## config.mk

```make
export PLATFORM = sky130hd
export DESIGN_NAME = contact_link_window_vote
export DESIGN_NICKNAME = d
export VERILOG_FILES = /design/src/rtl/clwv_pkg.sv /design/src/rtl/clwv_cell.sv /design/src/rtl/clwv_detect.sv /design/src/rtl/contact_link_window_vote.sv
export SDC_FILE = /design/constraint.sdc
export NUM_CORES = 1
export LEC_CHECK = 0
export BUFFER_PORTS_ARGS = -buffer_cell sky130_fd_sc_hd__buf_4
export CORE_MARGIN = 3
export CORE_UTILIZATION = 49
export CTS_CLUSTER_SIZE = 25
export DETAILED_ROUTE_END_ITERATION = 7
export PLACE_DENSITY_LB_ADDON = 0.1
export SYNTH_ARGS = -nofsm -noshare
export SYNTH_HDL_FRONTEND = slang
export SYNTH_HIERARCHICAL = 1
export SYNTH_SLANG_ARGS = --single-unit
```

## constraint.sdc

```tcl
create_clock -name aclk -period 13.8 [get_ports aclk]
set_clock_uncertainty 0.2 [all_clocks]
set_input_delay 1.38 -clock aclk [delete_from_list [all_inputs] [get_ports aclk]]
set_output_delay 1.38 -clock aclk [all_outputs]
set_load 0.1 [all_outputs]
```

## src/rtl/clwv_pkg.sv

```systemverilog
// ----------------------------------------------------------------------------
// clwv_pkg - shared types and constants for the contact link window vote
// Window geometry, field widths and the slot word carried along the cell chain.
// ----------------------------------------------------------------------------
package clwv_pkg;

    localparam int WINDOW_LEN   = 20;
    localparam int JOINT_COUNT  = 7;
    localparam int INPUT_JOINTS = 7;
    localparam int DET_JOINTS   = (JOINT_COUNT < INPUT_JOINTS) ? JOINT_COUNT : INPUT_JOINTS;

    localparam int RES_W  = 16;
    localparam int MAG_W  = RES_W + 1;
    localparam int THR_W  = 15;
    localparam int LINK_W = 4;
    localparam int HIT_W  = $clog2(WINDOW_LEN + 1);
    localparam int IN_W   = INPUT_JOINTS * RES_W;
    localparam int OUT_W  = 8;

    localparam logic [THR_W-1:0]  THRESH_RESET = THR_W'(77);
    localparam logic [LINK_W-1:0] LINK_NONE    = 4'hF;

    // one window slot: a verdict that holds a link, or none
    typedef struct packed {
        logic              valid;
        logic [LINK_W-1:0] link;
    } slot_t;

endpackage

```

## src/rtl/clwv_cell.sv

```systemverilog
// ----------------------------------------------------------------------------
// clwv_cell - one slot of the verdict window
// Holds one verdict and hands it to the next cell on every accepted word.
// ----------------------------------------------------------------------------
module clwv_cell
    import clwv_pkg::*;
(
    input  logic  aclk,
    input  logic  aresetn,
    input  logic  shift_en,
    input  slot_t slot_in,
    output slot_t slot_out
);

    logic              valid_reg;
    logic [LINK_W-1:0] link_reg;

    always_ff @(posedge aclk) begin
        if (!aresetn) begin
            valid_reg <= 1'b0;
        end else if (shift_en) begin
            valid_reg <= slot_in.valid;
        end
    end

    always_ff @(posedge aclk) begin
        if (shift_en) begin
            link_reg <= slot_in.link;
        end
    end

    assign slot_out.valid = valid_reg;
    assign slot_out.link  = link_reg;

endmodule

```

## src/rtl/clwv_detect.sv

```systemverilog
// ----------------------------------------------------------------------------
// clwv_detect - instantaneous link detection
// Compares each joint's absolute residual with the threshold and picks the
// highest joint over it.
// ----------------------------------------------------------------------------
module clwv_detect
    import clwv_pkg::*;
(
    input  logic [IN_W-1:0]  residuals,
    input  logic [THR_W-1:0] threshold,
    output slot_t            verdict
);

    logic [DET_JOINTS-1:0] over;

    always_comb begin
        logic [RES_W-1:0] raw;
        logic [MAG_W-1:0] mag;
        for (int j = 0; j < DET_JOINTS; j++) begin
            raw = residuals[j*RES_W +: RES_W];
            // most negative value maps to 32768, no wrap
            mag = raw[RES_W-1] ? (MAG_W'(1 << RES_W) - {1'b0, raw}) : {1'b0, raw};
            over[j] = mag > MAG_W'(threshold);
        end
    end

    always_comb begin
        verdict.valid = 1'b0;
        verdict.link  = '0;
        for (int j = 0; j < DET_JOINTS; j++) begin
            if (over[j]) begin
                verdict.valid = 1'b1;
                verdict.link  = LINK_W'(j);
            end
        end
    end

endmodule

```

## src/rtl/contact_link_window_vote.sv

```systemverilog
// ----------------------------------------------------------------------------
// contact_link_window_vote - debounced contact link detection
// Threshold detection per joint, sliding verdict window and hit-count vote.
// ----------------------------------------------------------------------------
// One residual word is accepted per cycle unless the output stalls; its result
// word appears in the output register on the following cycle. The window is a
// shift chain of WINDOW_LEN cells moved once per word, with a running
// occupancy count and per-link hit counters updated in the same cycle and a
// compare chain over the JOINT_COUNT counters feeding the output register.
// Contact turns on when all slots hold a link and off when all are empty;
// while on, the reported link is the most frequent one, ties to the lowest.
// ----------------------------------------------------------------------------
module contact_link_window_vote
    import clwv_pkg::*;
(
    input  logic             aclk,
    input  logic             aresetn,
    // residual_j0 .. residual_j6, 16 bits each, from the lowest bit up
    input  logic [IN_W-1:0]  s_tdata,
    input  logic             s_tvalid,
    output logic             s_tready,
    // contact_on [0], contact_link [4:1], contact_lost [5], zero pad
    output logic [OUT_W-1:0] m_tdata,
    output logic             m_tvalid,
    input  logic             m_tready,
    input  logic [THR_W-1:0] cfg_data,
    input  logic             cfg_valid,
    output logic             cfg_ready
);

    logic [THR_W-1:0]  thresh_reg;
    logic [HIT_W-1:0]  occ_reg, occ_next;
    logic [HIT_W-1:0]  hits_reg  [JOINT_COUNT];
    logic [HIT_W-1:0]  hits_next [JOINT_COUNT];
    logic              contact_reg, contact_next;
    logic              m_valid_reg;
    logic [OUT_W-1:0]  m_data_reg, m_data_next;
    logic              accept;
    slot_t             verdict;
    slot_t             chain [WINDOW_LEN+1];
    slot_t             oldest;
    logic [WINDOW_LEN-1:0] win_valid;
    logic [LINK_W-1:0] best_link, out_link;
    logic [HIT_W-1:0]  best_cnt;

    assign cfg_ready = 1'b1;
    assign s_tready  = !m_valid_reg || m_tready;
    assign accept    = s_tvalid && s_tready;
    assign m_tvalid  = m_valid_reg;
    assign m_tdata   = m_data_reg;

    always_ff @(posedge aclk) begin
        if (!aresetn) begin
            thresh_reg <= THRESH_RESET;
        end else if (cfg_valid && cfg_ready) begin
            thresh_reg <= cfg_data;
        end
    end

    clwv_detect u_detect (
        .residuals (s_tdata),
        .threshold (thresh_reg),
        .verdict   (verdict)
    );

    assign chain[0] = verdict;

    for (genvar i = 0; i < WINDOW_LEN; i++) begin : g_cell
        clwv_cell u_cell (
            .aclk     (aclk),
            .aresetn  (aresetn),
            .shift_en (accept),
            .slot_in  (chain[i]),
            .slot_out (chain[i+1])
        );
        assign win_valid[i] = chain[i+1].valid;
    end

    // the last cell holds the verdict that leaves the window on this word
    assign oldest = chain[WINDOW_LEN];

    always_comb begin
        for (int j = 0; j < JOINT_COUNT; j++) begin
            hits_next[j] = hits_reg[j];
            if (oldest.valid && oldest.link == LINK_W'(j) && hits_reg[j] != '0) begin
                hits_next[j] = hits_next[j] - HIT_W'(1);
            end
            if (verdict.valid && verdict.link == LINK_W'(j)) begin
                hits_next[j] = hits_next[j] + HIT_W'(1);
            end
        end
        occ_next = occ_reg - HIT_W'(oldest.valid) + HIT_W'(verdict.valid);
    end

    always_comb begin
        if (occ_next == HIT_W'(WINDOW_LEN)) begin
            contact_next = 1'b1;
        end else if (occ_next == '0) begin
            contact_next = 1'b0;
        end else begin
            contact_next = contact_reg;
        end
    end

    // strict compare keeps ties on the lowest link
    always_comb begin
        best_link = '0;
        best_cnt  = hits_next[0];
        for (int j = 1; j < JOINT_COUNT; j++) begin
            if (hits_next[j] > best_cnt) begin
                best_link = LINK_W'(j);
                best_cnt  = hits_next[j];
            end
        end
    end

    always_comb begin
        if (contact_next) begin
            out_link = best_link;
        end else if (verdict.valid) begin
            out_link = verdict.link;
        end else begin
            out_link = LINK_NONE;
        end
        m_data_next = {2'b00, contact_reg && !contact_next, out_link, contact_next};
    end

    always_ff @(posedge aclk) begin
        if (!aresetn) begin
            occ_reg     <= '0;
            contact_reg <= 1'b0;
            m_valid_reg <= 1'b0;
            for (int j = 0; j < JOINT_COUNT; j++) begin
                hits_reg[j] <= '0;
            end
        end else begin
            if (accept) begin
                occ_reg     <= occ_next;
                contact_reg <= contact_next;
                for (int j = 0; j < JOINT_COUNT; j++) begin
                    hits_reg[j] <= hits_next[j];
                end
                m_valid_reg <= 1'b1;
            end else if (m_tready) begin
                m_valid_reg <= 1'b0;
            end
        end
    end

    always_ff @(posedge aclk) begin
        if (accept) begin
            m_data_reg <= m_data_next;
        end
    end

`ifndef NO_ASSERTIONS
    a_occ_matches_cells: assert property (@(posedge aclk) disable iff (!aresetn)
        $countones(win_valid) == 32'(occ_reg))
        else $error("occupancy count differs from valid cells");

    a_occ_bounded: assert property (@(posedge aclk) disable iff (!aresetn)
        occ_reg <= HIT_W'(WINDOW_LEN))
        else $error("occupancy count above window length");

    a_contact_needs_hits: assert property (@(posedge aclk) disable iff (!aresetn)
        contact_reg |-> occ_reg != '0)
        else $error("contact held with an empty window");

    a_lost_clears_on: assert property (@(posedge aclk) disable iff (!aresetn)
        (m_valid_reg && m_data_reg[5]) |-> !m_data_reg[0])
        else $error("lost pulse with contact still on");

    a_on_has_link: assert property (@(posedge aclk) disable iff (!aresetn)
        (m_valid_reg && m_data_reg[0]) |-> m_data_reg[4:1] != LINK_NONE)
        else $error("contact on without a link");
`endif

endmodule

```

# After elaboration in Yosys (flattened, before gate mapping)
# Memory sizes are Yosys's and may differ from the RTL's.
# Cells that the tools add are included.
# classes
reduce_logical,37
order_cmp,13
add_sub_neg,23
shifts,0
n_eq_ne,13
mux,56
bitwise_logic,7
multipliers,0
n_div,0
# ops
operator,n
$mux W5,33
$gt A17 B15 Y1,7
$mux W17,7
$sub A17 B16 Y17 const A,7
$add A5 B1 Y5 const B,7
$reduce_bool A5 Y1,7
$sub A5 B1 Y5 const B,7
$gt A5 B5 Y1,6
$mux W4,7
$eq A4 B3 Y1 const B,6
$logic_and A1 B1 Y1,23
$eq A4 B2 Y1 const B,4
$mux W1,9
$eq A4 B1 Y1 const B,2
$logic_not A4 Y1,2
$or A1 B1 Y1,7
$add A5 B1 Y5,1
$eq A5 B5 Y1 const B,1
$logic_not A5 Y1,1
$sub A5 B1 Y5,1
$logic_not A1 Y1,2
$reduce_bool A2 Y1,1
$logic_or A1 B1 Y1,1
# totals
input_bits,132
output_inout_bits,11
latch_bits,0
register_bits,128
elab_cells,195
romBits,0
mem_count,1
mem_bits_rw,35
# memory_table
memory,words,word_bits,read_ports,rd_ports_with_merged_regs,wr,line,text
hits_reg,7,5,7,0,7,contact_link_window_vote.sv:33,logic [HIT_W-1:0] hits_reg [JOINT_COUNT];

# Depth between registers and ports, before layout
# depth
word_depth,26
depth_mapped,75
mapped_depth_nobuf,74

# By module
# Netlist, hierarchy kept.
# by_module_without_submodules
module,area_per_inst_um2,n_inst,cells_each,seq_area_each_um2
contact_link_window_vote,5262.5,1,605,1671.6
clwv_detect,4470.5,1,599,0.0
clwv_cell,163.9,20,8,140.1

# Worst setup path after synthesis
# Ideal clock, no wire load.
# synth_path
path_kind,input port to flip-flop
from,input port s_tdata[86]
to,register m_data_reg[3] (netlist: m_tdata[3]) (data pin)
n_path_buf,0
path_slack_ns,-0.700
stages,67
setup_time_ns,0.263
arrival_ns,14.037
t_required_ns,13.337
path_cell_list,or4_1 -> or3_1 -> o41ai_1 -> xnor2_1 -> ha_1 -> nand3_1 -> or4_1 -> o21ai_1 -> o22a_1 -> nand2_1 -> or3_4 -> nand4b_1 -> nor3b_2 -> nand3_1 -> nor3_1 -> mux2i_1 -> o211ai_1 -> a222oi_1 -> (+31 left out) -> ha_1 -> nor2b_1 -> o21a_1 -> o21ai_0 -> nand2b_1 -> a21oi_1 -> a31oi_1 -> or3_1 -> o21ai_1 -> ha_1 -> nor2b_1 -> o21a_1 -> o21ai_0 -> nand2b_1 -> a21oi_1 -> a31oi_1 -> nor2_1 -> a21oi_1
# synth_lines
item,line,text
start: declaration,contact_link_window_vote.sv:19,"input logic [IN_W-1:0] s_tdata,"
end signal: assignment,contact_link_window_vote.sv:152,m_data_reg <= m_data_next;
end: declaration,contact_link_window_vote.sv:37,"logic [OUT_W-1:0] m_data_reg, m_data_next;"

==> impl_metrics.tcl <==
set metrics [dict create \
    outcome "complete, no violations" \
    crit_fanout 8 \
    dr.pass1.iters 5 \
    fin_nets 1846 \
    layout_min_cycle_time_ns 13.46 \
    synth_top_area_share_pct 27.9 \
    irDropWorstVdd_mv 0.0893 \
    synth_top_cell_by_area "edfxtp_1" \
    diodes 0 \
    worst-path-buf-inv 3 \
    muxShareOfSynthArea_pct 4.20 \
    p_leak_nw 6.44 \
    die_x_um 169 \
    ys_ff_latch 163 \
    drive_above_1_share_pct 21.3 \
    layout.cells.most_common "buf_4" \
    track_usage_pct 22.5 \
    overflow 0 \
    setup_violations 0 \
    antenna_left 0 \
    syn_inst 1364 \
    swShare_pct 36.1 \
    fin_area_sq_um 15600 \
    slew_headroom_pct 24.2 \
    critPathMaxStageDelay_ns 0.53 \
    combPwrFrac_pct 42.1 \
    grt_pass1_wl_um 52000 \
    synth_area_leaders "edfxtp_1 28%, ha_1 15%, xnor2_1 8.1%" \
    largest_reg_flops 80 \
    arrival_ns 13.45 \
    rr_startpoint "thresh_reg[3]$_SDFFE_PN1P_" \
    grt_pass1_vias 10300 \
    placed_area_sq_um 14800 \
    rsz0062_at_grt "true" \
    dieArea_sq_um 28500 \
    dr_total_vias 10700 \
    post_drt_wl_per_cell_um 17.0 \
    wl_um 32200 \
    viasPerCell 5.63 \
    drtIter0Drc 631 \
    final_cell_mix "212 x buf_4, 158 x ha_1, 121 x edfxtp_1, 120 x xnor2_1, 112 x nand2_1" \
    tritoncts "built" \
    clk_path_buf_depth 2 \
    antenna_found_initial 0 \
    critPathCaptureType "flip-flop" \
    synth_edf_count 121 \
    ys.flop_type "edfxtp_1" \
    pwr_density_cell_nw_per_um2 117 \
    cp-start-kind "primary input" \
    seq_power_share_pct 31.8 \
    place.detailed.hpwl_um 25000 \
    n_fill_cell 2267 \
    finalMaxSlewViolations 0 \
    dieHeight_um 169 \
    hold_viol_final 0 \
    synthAdderAreaFrac_pct 15.5 \
    synth_top_family_by_area "simple AND/OR/NAND/NOR gates" \
    p_int_mw 1.17 \
    crit_slowest_cell "or4_1" \
    grt_start_max_net_pins 54 \
    cp.required_ns 13.79 \
    cts_hold_buf 0 \
    insertion_delay_ns 0.45 \
    cts_root_buf "clkbuf_16" \
    hold_start "g_cell[3].u_cell/link_reg[1]$_DFFE_PP_" \
    synth.distinct_cells 87 \
    gp_congestion 0.896 \
    synth-async-reset-ratio_pct 0 \
    startpoint "s_tdata[36]" \
    fin_crit_sh_pct 97.5 \
    fp.coreArea_sq_um 26100 \
    clkSinkCount 163 \
    crit_top_cell "o21a_1" \
    synth_seq_area_share_pct 34.4 \
    rows 59 \
    yosysWarnings 6 \
    port_buffers 139 \
    netlist_area_sq_um 13000 \
    cap_viol_max_count 0 \
    synth_compound_area_share_pct 13.7 \
    path_delay_family "compound AO/OA/AOI/OAI gates" \
    min_path_type "reg2reg" \
    p_sw_mw 0.662 \
    syn_to_final_growth_pct 20.2 \
    io_pins 143 \
    worst_slew_pin_slew_ns 1.13 \
    synth-xor-area-share_pct 9.29 \
    synthSimpleGateAreaFrac_pct 18.4 \
    htreeDepth 4 \
    reg2reg_slack_ns 1.85 \
    syn_area_per_cell_sq_um 9.54 \
    max_freq_ghz 0.0743 \
    path_class "in2reg" \
    p_clk_share_pct 26.2 \
    clk_pin_slew_worst_paths_ns 0.07 \
    drc 0 \
    total_power_mw 1.83 \
    cts_buffers 17 \
    initial_utilization_pct 49.9 \
]
-- synthesized netlist by cell type, types with 23 or more instances --
| cell type | n |
|---|---|
| mux2i_1 | 45 |
| nor3_1 | 31 |
| nand3_1 | 33 |
| a21oi_1 | 55 |
| o21ai_0 | 55 |
| xnor2_1 | 120 |
| nor2b_1 | 38 |
| nor2_1 | 104 |
| nand2_1 | 114 |
| o31ai_1 | 32 |
| edfxtp_1 | 121 |
| dfxtp_1 | 42 |
| ha_1 | 160 |
| nand4_1 | 23 |
| buf_4 | 24 |
| inv_1 | 81 |
-- worst paths after layout --
path                                            endpoint  cells past startpoint
setup / recovery                    m_tdata[3]$_DFFE_PP_                     68
hold reg to reg   g_cell[4].u_cell/link_reg[1]$_DFFE_PP_                      0
hold / removal    g_cell[4].u_cell/link_reg[1]$_DFFE_PP_                      0
setup reg to reg                    m_tdata[3]$_DFFE_PP_                     61
-- metal layers --
| metal | up-vias | wire (um) | GRT usage [%] |
|---|---|---|---|
| li1 | 5367 | - | - |
| met4 | 0 | 527 | 5.30 |
| met3 | 44 | 1470 | 3.20 |
| met2 | 262 | 15100 | 37.5 |
| met1 | 5029 | 15200 | 31.1 |
| met5 | - | 0 | 0 |
-- cell type report --
type	count	area, sq um	area share, %
Multi-Input combinational cell	1076	8230	52.7
Sequential cell	163	4470	28.6
Timing Repair Buffer	212	1590	10.2
Clock buffer	17	425	2.72
Tap cell	335	419	2.68
Inverter	83	314	2.01
Clock inverter	15	180	1.15
-- power by group through the flow --
stage | Combinational [mW] | Clock, mW | Sequential, mW
floorplan | 0.483 | 0 | 0.603
detailed placement | 0.740 | 0 | 0.594
global placement | 0.726 | 0 | 0.593
finish | 0.771 | 0.479 | 0.583
CTS | 0.744 | 0.490 | 0.583
global route | 0.857 | 0.508 | 0.587
-- timing repair --
| action | CTS | global route |
|---|---|---|
| gates resized for setup | 0 | 35 |
| buffers inserted | 0 | 5 |
| endpoints found under the setup margin | 0 | 3 |
-- metrics by stage --
stage               std cells  TNS (ns)  setup WS (ns)  util, %  hold WS [ns]
floorplan                1365         0         0.0190        -         0.200
global placement         1864   -0.0252        -0.0134     57.0         0.201
detailed placement       1864    -0.888         -0.305     57.0         0.205
CTS                      1896         0          0.144     59.3         0.219
global route             1901     -1.21         -0.420     60.0         0.218
finish                   1901         0          0.339     60.0         0.212
-- cells by family after synthesis --
| family | after synthesis |
|---|---|
| compound gates | 259 |
| mux | 53 |
| flops | 163 |
| buf+inv | 126 |
| simple gates | 461 |
| fa+ha+maj | 161 |
| other cells | 3 |
| xor+xnor | 138 |
(Power assumes the default switching activity.)
